### src/rtl/assert_macros.svh
// Assertion helpers used by the deque RTL.
// Each check is sampled on the rising clock edge and is off while reset is held.
`ifndef ASSERT_MACROS_SVH
`define ASSERT_MACROS_SVH

// The condition must hold at every clock edge.
`define DEQ_ASSERT(label, cond, msg) \
    label: assert property (@(posedge i_clk) disable iff (!i_rst_n) (cond)) else $error(msg);

// When the trigger holds, the result must hold at the next clock edge.
`define DEQ_ASSERT_NEXT(label, trig, cons, msg) \
    label: assert property (@(posedge i_clk) disable iff (!i_rst_n) (trig) |=> (cons)) \
        else $error(msg);

`endif

### src/rtl/deq_pkg.sv
package deq_pkg;

    localparam int CAPACITY = 16;
    localparam int DATA_W   = 32;
    localparam int CMD_W    = 3;
    localparam int STATUS_W = 2;
    localparam int CNT_W    = $clog2(CAPACITY + 1);

    localparam logic [CMD_W-1:0] CMD_PUSH_FRONT = 3'd0;
    localparam logic [CMD_W-1:0] CMD_PUSH_BACK  = 3'd1;
    localparam logic [CMD_W-1:0] CMD_POP_FRONT  = 3'd2;
    localparam logic [CMD_W-1:0] CMD_POP_BACK   = 3'd3;
    localparam logic [CMD_W-1:0] CMD_READ_FRONT = 3'd4;
    localparam logic [CMD_W-1:0] CMD_READ_BACK  = 3'd5;

    localparam logic [STATUS_W-1:0] ST_OK    = 2'd0;
    localparam logic [STATUS_W-1:0] ST_EMPTY = 2'd1;
    localparam logic [STATUS_W-1:0] ST_FULL  = 2'd2;

    // Row-wide control broadcast to every cell.
    typedef struct packed {
        logic shift_in;   // push at front: every entry moves one cell toward the back
        logic push_back;  // push at back: the first empty cell takes the value
        logic shift_out;  // pop at front: every entry moves one cell toward the front
        logic pop_back;   // pop at back: the last held cell lets go of its entry
    } t_deq_ctl;

endpackage

### src/rtl/double_ended_queue.sv
// A result beat appears on the output in the cycle after its command beat is accepted.
// Throughput: one command per cycle, bound by the single update of the cell row per cycle.
// The input is stalled only while a finished result waits and the output is stalled.
// Reset (synchronous, active low) empties the deque, zeroes the count and drops o_valid.
// Stored values are not cleared by reset; only held entries are ever read.
`include "assert_macros.svh"

module double_ended_queue
    import deq_pkg::*;
(
    input  logic                       i_clk,
    input  logic                       i_rst_n,
    input  logic                       i_valid,
    output logic                       o_stall,
    input  logic [CMD_W-1:0]           i_command,
    input  logic signed [DATA_W-1:0]   i_push_value,
    output logic                       o_valid,
    input  logic                       i_stall,
    output logic [STATUS_W-1:0]        o_status,
    output logic signed [DATA_W-1:0]   o_read_value,
    output logic [CNT_W-1:0]           o_entry_count
);

    // The deque is a row of cells. Cell zero always holds the front entry, and the
    // held cells form an unbroken run from cell zero. A push at the front or a pop
    // at the front moves every entry one cell along; a push or pop at the back
    // touches only the cell at the edge of the run, which each cell finds from its
    // own valid bit and that of its neighbor.

    logic                     accept;
    logic                     full;
    logic                     empty;
    t_deq_ctl                 ctl;

    logic                     cell_valid [CAPACITY];
    logic signed [DATA_W-1:0] cell_data  [CAPACITY];
    logic                     cell_last  [CAPACITY];
    logic signed [DATA_W-1:0] back_value;
    logic [CNT_W-1:0]         held_cells;

    logic [CNT_W-1:0]         r_count;
    logic [CNT_W-1:0]         n_count;

    logic                     r_out_valid;
    logic [STATUS_W-1:0]      r_status;
    logic [STATUS_W-1:0]      n_status;
    logic signed [DATA_W-1:0] r_read_value;
    logic signed [DATA_W-1:0] n_read_value;

    // A new command is taken whenever the output register is free or being emptied.
    assign o_stall = r_out_valid && i_stall;
    assign accept  = i_valid && !o_stall;

    assign full  = (r_count == CNT_W'(CAPACITY));
    assign empty = (r_count == '0);

    always_comb begin
        ctl.shift_in  = accept && (i_command == CMD_PUSH_FRONT) && !full;
        ctl.push_back = accept && (i_command == CMD_PUSH_BACK)  && !full;
        ctl.shift_out = accept && (i_command == CMD_POP_FRONT)  && !empty;
        ctl.pop_back  = accept && (i_command == CMD_POP_BACK)   && !empty;
    end

    // Cell row. Cell zero sees an always-held left neighbor carrying the pushed
    // value, and the last cell sees an empty right neighbor.
    for (genvar gi = 0; gi < CAPACITY; gi++) begin : g_cell
        logic                     left_valid;
        logic signed [DATA_W-1:0] left_data;
        logic                     right_valid;
        logic signed [DATA_W-1:0] right_data;

        if (gi == 0) begin : g_head
            assign left_valid = 1'b1;
            assign left_data  = i_push_value;
        end else begin : g_body
            assign left_valid = cell_valid[gi-1];
            assign left_data  = cell_data[gi-1];
        end

        if (gi == CAPACITY - 1) begin : g_tail
            assign right_valid = 1'b0;
            assign right_data  = '0;
        end else begin : g_inner
            assign right_valid = cell_valid[gi+1];
            assign right_data  = cell_data[gi+1];
        end

        deq_cell u_cell (
            .i_clk         (i_clk),
            .i_rst_n       (i_rst_n),
            .i_ctl         (ctl),
            .i_push_value  (i_push_value),
            .i_left_valid  (left_valid),
            .i_left_data   (left_data),
            .i_right_valid (right_valid),
            .i_right_data  (right_data),
            .o_valid       (cell_valid[gi]),
            .o_data        (cell_data[gi]),
            .o_last        (cell_last[gi])
        );
    end

    // Exactly one cell flags itself as the back when the deque holds anything,
    // so the back value is an AND-OR over the row.
    always_comb begin
        back_value = '0;
        for (int k = 0; k < CAPACITY; k++) begin
            back_value = back_value | (cell_data[k] & {DATA_W{cell_last[k]}});
        end
    end

    // Status, read data and the next count for the accepted command.
    always_comb begin
        n_status     = ST_OK;
        n_read_value = '0;
        n_count      = r_count;
        unique case (i_command)
            CMD_PUSH_FRONT, CMD_PUSH_BACK: begin
                if (full) begin
                    n_status = ST_FULL;
                end else begin
                    n_count = r_count + CNT_W'(1);
                end
            end
            CMD_POP_FRONT, CMD_POP_BACK: begin
                if (empty) begin
                    n_status = ST_EMPTY;
                end else begin
                    n_count = r_count - CNT_W'(1);
                end
            end
            CMD_READ_FRONT: begin
                if (empty) begin
                    n_status = ST_EMPTY;
                end else begin
                    n_read_value = cell_data[0];
                end
            end
            CMD_READ_BACK: begin
                if (empty) begin
                    n_status = ST_EMPTY;
                end else begin
                    n_read_value = back_value;
                end
            end
            default: begin
                // Unused command codes leave everything as it is.
            end
        endcase
    end

    always_ff @(posedge i_clk) begin
        if (!i_rst_n) begin
            r_count     <= '0;
            r_out_valid <= 1'b0;
        end else begin
            if (accept) begin
                r_count <= n_count;
            end
            if (accept) begin
                r_out_valid <= 1'b1;
            end else if (!i_stall) begin
                r_out_valid <= 1'b0;
            end
        end
    end

    // The result beat holds its payload until it is taken.
    always_ff @(posedge i_clk) begin
        if (accept) begin
            r_status     <= n_status;
            r_read_value <= n_read_value;
        end
    end

    assign o_valid       = r_out_valid;
    assign o_status      = r_status;
    assign o_read_value  = r_read_value;
    assign o_entry_count = r_count;

    // Number of cells that hold an entry.
    always_comb begin
        held_cells = '0;
        for (int k = 0; k < CAPACITY; k++) begin
            held_cells = held_cells + CNT_W'(cell_valid[k]);
        end
    end

    // The held cells always number exactly the count.
    `DEQ_ASSERT(a_count_matches_cells, held_cells == r_count, "cell valid bits disagree with the entry count")
    // The front cell is held unless the deque is empty, and the last cell only when it is full.
    `DEQ_ASSERT(a_front_cell_held, cell_valid[0] == !empty, "front cell does not match the empty flag")
    `DEQ_ASSERT(a_tail_cell_full, cell_valid[CAPACITY-1] == full, "last cell does not match the full flag")
    // Every accepted command produces a result beat in the next cycle.
    `DEQ_ASSERT_NEXT(a_result_follows, accept, r_out_valid, "accepted command produced no result beat")

endmodule

### src/rtl/deq_cell.sv
module deq_cell
    import deq_pkg::*;
(
    input  logic                     i_clk,
    input  logic                     i_rst_n,
    input  t_deq_ctl                 i_ctl,
    input  logic signed [DATA_W-1:0] i_push_value,
    input  logic                     i_left_valid,
    input  logic signed [DATA_W-1:0] i_left_data,
    input  logic                     i_right_valid,
    input  logic signed [DATA_W-1:0] i_right_data,
    output logic                     o_valid,
    output logic signed [DATA_W-1:0] o_data,
    output logic                     o_last
);

    logic                     r_valid;
    logic                     n_valid;
    logic signed [DATA_W-1:0] r_data;
    logic signed [DATA_W-1:0] n_data;

    // At most one control bit is set in a cycle, and in an idle cycle none is.
    always_comb begin
        n_valid = r_valid;
        n_data  = r_data;
        if (i_ctl.shift_in) begin
            n_valid = i_left_valid;
            n_data  = i_left_data;
        end else if (i_ctl.shift_out) begin
            n_valid = i_right_valid;
            n_data  = i_right_data;
        end else if (i_ctl.push_back) begin
            // Only the first empty cell behind a held one takes the value.
            if (!r_valid && i_left_valid) begin
                n_valid = 1'b1;
                n_data  = i_push_value;
            end
        end else if (i_ctl.pop_back) begin
            if (r_valid && !i_right_valid) begin
                n_valid = 1'b0;
            end
        end
    end

    always_ff @(posedge i_clk) begin
        if (!i_rst_n) begin
            r_valid <= 1'b0;
        end else begin
            r_valid <= n_valid;
        end
    end

    always_ff @(posedge i_clk) begin
        r_data <= n_data;
    end

    assign o_valid = r_valid;
    assign o_data  = r_data;
    assign o_last  = r_valid && !i_right_valid;

endmodule
### config.mk
export PLATFORM = sky130hd
export DESIGN_NAME = double_ended_queue
export DESIGN_NICKNAME = d
export VERILOG_FILES = /design/src/rtl/deq_pkg.sv /design/src/rtl/double_ended_queue.sv /design/src/rtl/deq_cell.sv
export VERILOG_INCLUDE_DIRS = /design/src /design/src/rtl
export SDC_FILE = /design/constraint.sdc
export NUM_CORES = 1
export LEC_CHECK = 0
export BUFFER_PORTS_ARGS = -buffer_cell sky130_fd_sc_hd__buf_4
export CORE_MARGIN = 4
export CORE_UTILIZATION = 55
export CTS_CLUSTER_DIAMETER = 30
export DETAILED_ROUTE_END_ITERATION = 12
export PLACE_DENSITY_LB_ADDON = 0.1
export SLEW_MARGIN = 20
export SYNTH_ARGS = -nofsm -noshare
export SYNTH_HDL_FRONTEND = slang
export SYNTH_SLANG_ARGS = --single-unit
### constraint.sdc
create_clock -name i_clk -period 7.36 [get_ports i_clk]
set_input_delay 1.84 -clock i_clk [delete_from_list [all_inputs] [get_ports i_clk]]
set_output_delay 1.84 -clock i_clk [all_outputs]
set_load 0.005 [all_outputs]
# Yosys cells after proc, flatten, opt, wreduce, memory -nomap -nowiden
# Index checks and enable logic that the tools add are counted.
[word_totals] ff_bits=568 inputBits=39 out_inout_bits=41 elab_cells=377
[classes] n_addsub=2 eq_ne=25 mux=169 n_bitwise=31 reduce_logical=114
[ops] operator="$mux 32" count=66
[ops] operator="$and 32x32->32" count=16
[ops] operator="$or 32x32->32" count=15
[ops] operator="$mux 1" count=97
[ops] operator="$pmux 32 s2" count=1
[ops] operator="$reduce_bool 4->1" count=16
[ops] operator="$ne 4x2->1 const B" count=15
[ops] operator="$reduce_bool 3->1" count=16
[ops] operator="$reduce_and 3->1" count=14
[ops] operator="$reduce_and 2->1" count=18
[ops] operator="$logic_and 1x1->1" count=25
[ops] operator="$logic_not 1->1" count=18
[ops] operator="$mux 5" count=2
[ops] operator="$pmux 5 s2" count=1
[ops] operator="$eq 3x2->1 const B" count=2
[ops] operator="$eq 3x3->1 const B" count=2
[ops] operator="$add 5x1->5 const B" count=1
[ops] operator="$eq 5x5->1 const B" count=1
[ops] operator="$logic_not 5->1" count=1
[ops] operator="$sub 5x1->5 const B" count=1
[ops] operator="$ne 2x2->1 const B" count=2
[ops] operator="$pmux 2 s2" count=1
[ops] operator="$reduce_and 4->1" count=1
[ops] operator="$reduce_or 2->1" count=2
[ops] operator="other kinds (7)" count=7

# Longest topological paths before layout
[logic_depth] depth_word=20 mapped_depth=8 ltp_nobuf=7

# By module
# A second synthesis with hierarchy kept.
[hier_totals] hier_cells=2984 area_unflattened_um2=32427.4
[by_module_without_submodules] mod="deq_cell" instances=16 cells_per_inst=151 area_per_inst_um2=1744.2 seq_area_each_um2=980.9
[by_module_without_submodules] mod="double_ended_queue" instances=1 cells_per_inst=568 area_per_inst_um2=4520.6 seq_area_each_um2=1141.1

# Worst setup path after synthesis
# Ideal clock, no wire load.
[synth_path] path_type="in2reg" startpoint="input port i_valid" endpoint="register g_cell[0].u_cell.r_data[0], enable pin" setup_ns=0.466 t_arrival_ns=5.943 required_time_ns=6.894 setup_slack_ns=0.951 path_stages=5 n_path_buf=1 path_cell_list="a21boi_2 > and2_1 > nand3_1 > clkbuf_1 > o21ai_0"
[synth_between] elab_chain_len=5 elab_cells_between_ends=10 cone_classes="1 x eq/ne; 9 x reduce/logical"
[synth_lines] element="start: declaration" line_no="double_ended_queue.sv:13" text="input logic i_valid,"
[synth_lines] element="$logic_and 1x1->1 *" line_no="double_ended_queue.sv:52" text="assign accept = i_valid && !o_stall;"
[synth_lines] element="$logic_and 1x1->1, on equally long branches (2 in a row)" line_no="double_ended_queue.sv:60, double_ended_queue.sv:58, double_ended_queue.sv:59"
[synth_lines] element="$ne 3x3->1 (no line) / $reduce_bool 3->1 (equally long branches)"
[synth_lines] element="$reduce_and 2->1 (no line) *"
[synth_lines] element="end signal: assignment" line_no="deq_cell.sv:54" text="r_data <= n_data;"
[synth_lines] element="end: declaration" line_no="deq_cell.sv:19" text="logic signed [DATA_W-1:0] r_data;"
# Every way passes the cells marked *; elsewhere a longest branch is shown, timed or not.
# A chain may end at the register's enable or synchronous reset.

# Final worst setup path
[layout_path] startpoint="input port i_stall" endpoint="register g_cell[2].u_cell.r_data[31], enable pin"
[layout_between] elab_chain_len=7 elab_cells_between_ends=12 cone_classes="12 x reduce/logical"
[layout_lines] element="start: declaration" line_no="double_ended_queue.sv:18" text="input logic i_stall,"
[layout_lines] element="$logic_and 1x1->1 *" line_no="double_ended_queue.sv:51" text="assign o_stall = r_out_valid && i_stall;"
[layout_lines] element="$logic_not 1->1 *" line_no="double_ended_queue.sv:52"
[layout_lines] element="$logic_and 1x1->1 *" line_no="double_ended_queue.sv:52"
[layout_lines] element="named net accept" line_no="double_ended_queue.sv:30" text="logic accept;"
[layout_lines] element="$logic_and 1x1->1, on equally long branches (2 in a row)" line_no="double_ended_queue.sv:60, double_ended_queue.sv:58, double_ended_queue.sv:59"
[layout_lines] element="$reduce_bool 3->1 (no line)"
[layout_lines] element="$reduce_and 2->1 (no line) *"
[layout_lines] element="end signal: assignment" line_no="deq_cell.sv:54"
[layout_lines] element="end: declaration" line_no="deq_cell.sv:19"
# Mark *: on every way through the listed nets, which the timed path passes. The rest lies on a longest branch.

==> results_dict.tcl <==
set metrics [dict create \
    synth_top_area_share 0.6025 \
    core_sq_um 48950 \
    p_sw_mw 2.402 \
    clkTransAtPathRegs_ns 0.04 \
    min_to "o_entry_count[3]$_SDFFE_PN0P_" \
    yosys-top-cells-count "edfxtp_1 (546), a221o_1 (448), a22oi_1 (188)" \
    nFillCells 3393 \
    reg2reg_to "g_cell[2].u_cell.o_data[31]$_DFFE_PP_" \
    whs_ns 0.5597 \
    fin_setup_tns_ns 0 \
    cts_setup_buffers 0 \
    ys_types 51 \
    cpMostUsedCell "buf_4" \
    ys_async_sr_fraction 0 \
    clock_power_share 0.564 \
    die_area_sq_um 53100 \
    io_buffer_count 79 \
    crit_chain "buf_4 > a21boi_4 > and3_2 > nand2_1 > buf_4 > o21ai_4 > buf_4" \
    drt_pre_antenna_iters 6 \
    status "completed" \
    worstReg2RegStart "o_valid$_SDFFE_PN0P_" \
    grt_max_degree 212 \
    seq_area_sq_um 16840 \
    dieHeight_um 230.4 \
    max-vdd-ir-drop_mv 0.3178 \
    critPathRequiredTime_ns 7.68 \
    ys.flop_type "edfxtp_1" \
    cts_buffers 130 \
    fmax_mhz 204.9 \
    reg2reg_depth 6 \
    clock-sinks 568 \
    drc 0 \
    cts_resized 0 \
    critical_path_class "primary input to flip-flop" \
    fin_cells 2697 \
    start_util 0.5559 \
    cpPeakStageDelay_ns 1.08 \
    pwr-share-comb 0.066 \
    internal_power_mw 7.974 \
    hold_class "flip-flop to flip-flop" \
    worstSetupStartpoint "i_stall" \
    cts_hold_buf 0 \
    wirelength_um 92590 \
    min_period_over_period 0.6630 \
    htreeDepth 4 \
    total_power_mw 10.38 \
    swShare 0.2315 \
    place.gp.congestion 0.8409 \
    grt_remaining_overflow 0 \
    yosysSeqAreaShare 0.6187 \
    multi_input_area_sq_um 9673 \
    grt_pass1_vias 20530 \
    slowest_stage "and3_2" \
    cts_tree "yes" \
    fin_nets 1972 \
    finalSetupViolCount 0 \
    die_w_um 230.4 \
    yosys_warnings 0 \
    syn_inst 1881 \
    rrSetupSlack_ns 3.39 \
    antenna_left 0 \
    diodes 0 \
    wl_per_cell_um 34.33 \
    synth_most_common_cell "edfxtp_1" \
    drive_gt1_frac 0.2317 \
    power.share.sequential 0.370 \
    antenna_found_initial 0 \
    worstMarginPinSlew_ns 1.181 \
    num_rows 81 \
    start_kind "primary input" \
    period_needed_ns 4.879 \
    synth.cell_area_sq_um 27210 \
    holdPathStages 2 \
    fin_skew_ns 0.02234 \
    hp-start "o_entry_count[3]$_SDFFE_PN0P_" \
    hold_viol_final 0 \
    cp-end-kind "flip-flop" \
    synth_edf_count 546 \
    synthTopCellsByArea "edfxtp_1 (60%), a221o_1 (16%), a22oi_1 (5.2%)" \
    clockRootBuffer "clkbuf_16" \
    io_pins 80 \
    clk_path_buf_depth 3 \
    ys_ff_latch 568 \
    leakagePower_nw 11.20 \
    finalMaxSlewViolations 0 \
    cp_max_fo 24 \
    syn_to_final_growth_pct 21.52 \
    p_per_area_nw_per_um2 313.8 \
    grt_pass1_wl_um 134900 \
    vias_per_cell 8.028 \
    vias 21650 \
    rsz0062_at_grt "no" \
    syn-num-nets 1928 \
    cp.arrival_ns 5.20 \
    dp.cells 2456 \
    utilization 0.6755 \
    drt_iter0_drc 3955 \
    grt_use_total 0.3385 \
    yosysTopAreaCell "edfxtp_1" \
    max_cap_violations 0 \
    post_synth.cell_area_avg_sq_um 14.47 \
    relSlewSlack 0.2099 \
    dp_hpwl_um 48100 \
    insertion_delay_ns 0.71 \
]
[layout make-up]
type,count,area share
flip-flops and latches,568,0.5092
multi-input cells,1062,0.2925
clock buffers,152,0.1044
repair buffers,143,0.03648
clock inverters,88,0.03008
well taps,664,0.02512
inverters,20,0.002270
[power groups by stage]
stage / sequential (mW) / combinational (mW) / clock [mW]
after floorplan: 3.86 / 0.426 / 0
after global placement: 3.89 / 0.636 / 0
after detailed placement: 3.89 / 0.655 / 0
after CTS: 3.84 / 0.659 / 5.88
after global routing: 3.85 / 0.718 / 6.06
final: 3.84 / 0.685 / 5.85
[critical path, delay by kind of cell]
kind	cells	cell delay [ns]
buffers and inverters	3	1.00
AO/OA/AOI/OAI	2	1.06
AND/OR/NAND/NOR	2	1.23
[worst max path at each step]
stage	slack, ns	cells past startpoint	endpoint
after CTS	2.52	6	g_cell[2].u_cell.o_data[31]$_DFFE_PP_
after global placement	1.64	7	g_cell[0].u_cell.o_data[15]$_DFFE_PP_
after detailed placement	1.79	6	g_cell[2].u_cell.o_data[5]$_DFFE_PP_
final	2.48	7	g_cell[2].u_cell.o_data[31]$_DFFE_PP_
after floorplan	0.95	5	g_cell[0].u_cell.o_data[0]$_DFFE_PP_
after global routing	2.36	6	g_cell[2].u_cell.o_data[31]$_DFFE_PP_
[metrics by stage]
step | setup slack, ns | instance area (sq um)
2_1_floorplan | 0.9514 | 27210
3_3_place_gp | 1.640 | 28480
3_5_place_dp | 1.790 | 28520
4_1_cts | 2.516 | 32960
6_report | 2.481 | 33070
5_1_grt | 2.362 | 33070
[layout by cell type, fill, tap and decap left out, types with 16 or more instances in the layout]
cell	instances
a221o_1	448
inv_1	19
nand4_1	40
a22o_1	20
a21boi_2	23
a22oi_1	188
a21o_1	34
o221a_2	24
bufinv_16	18
edfxtp_1	546
mux2_2	32
clkbuf_16	134
a221oi_1	52
clkinv_2	24
o21ai_4	16
buf_4	133
clkinv_1	20
dfxtp_1	21
nor2_1	21
[flip-flops by register name, summed over array words and instances, names as in the netlist]
register,flops
o_valid,1
g_cell.u_cell.o_valid,16
g_cell.u_cell.o_data,512
o_read_value,32
o_status,2
o_entry_count,5
[per-layer routing]
metal | vias up | wire [um] | GRT usage
met5 | - | 0 | 0
met4 | 0 | 4110 | 0.1522
met3 | 351 | 13740 | 0.1134
met2 | 2006 | 40140 | 0.4801
met1 | 10710 | 34600 | 0.4759
li1 | 8588 | - | -
[cell families (layout without fill, tap and decap cells)]
family,count (synthesis),count (layout),share of synthesized area
AO/OA/AOI/OAI,882,882,0.2901
flip-flops,568,568,0.6187
buffers and inverters,251,403,0.04138
AND/OR/NAND/NOR,133,133,0.03016
multiplexers,35,35,0.01435
adder cells (fa/ha/maj),8,8,0.003954
XOR/XNOR,4,4,0.001288
(Power assumes the default switching activity.)
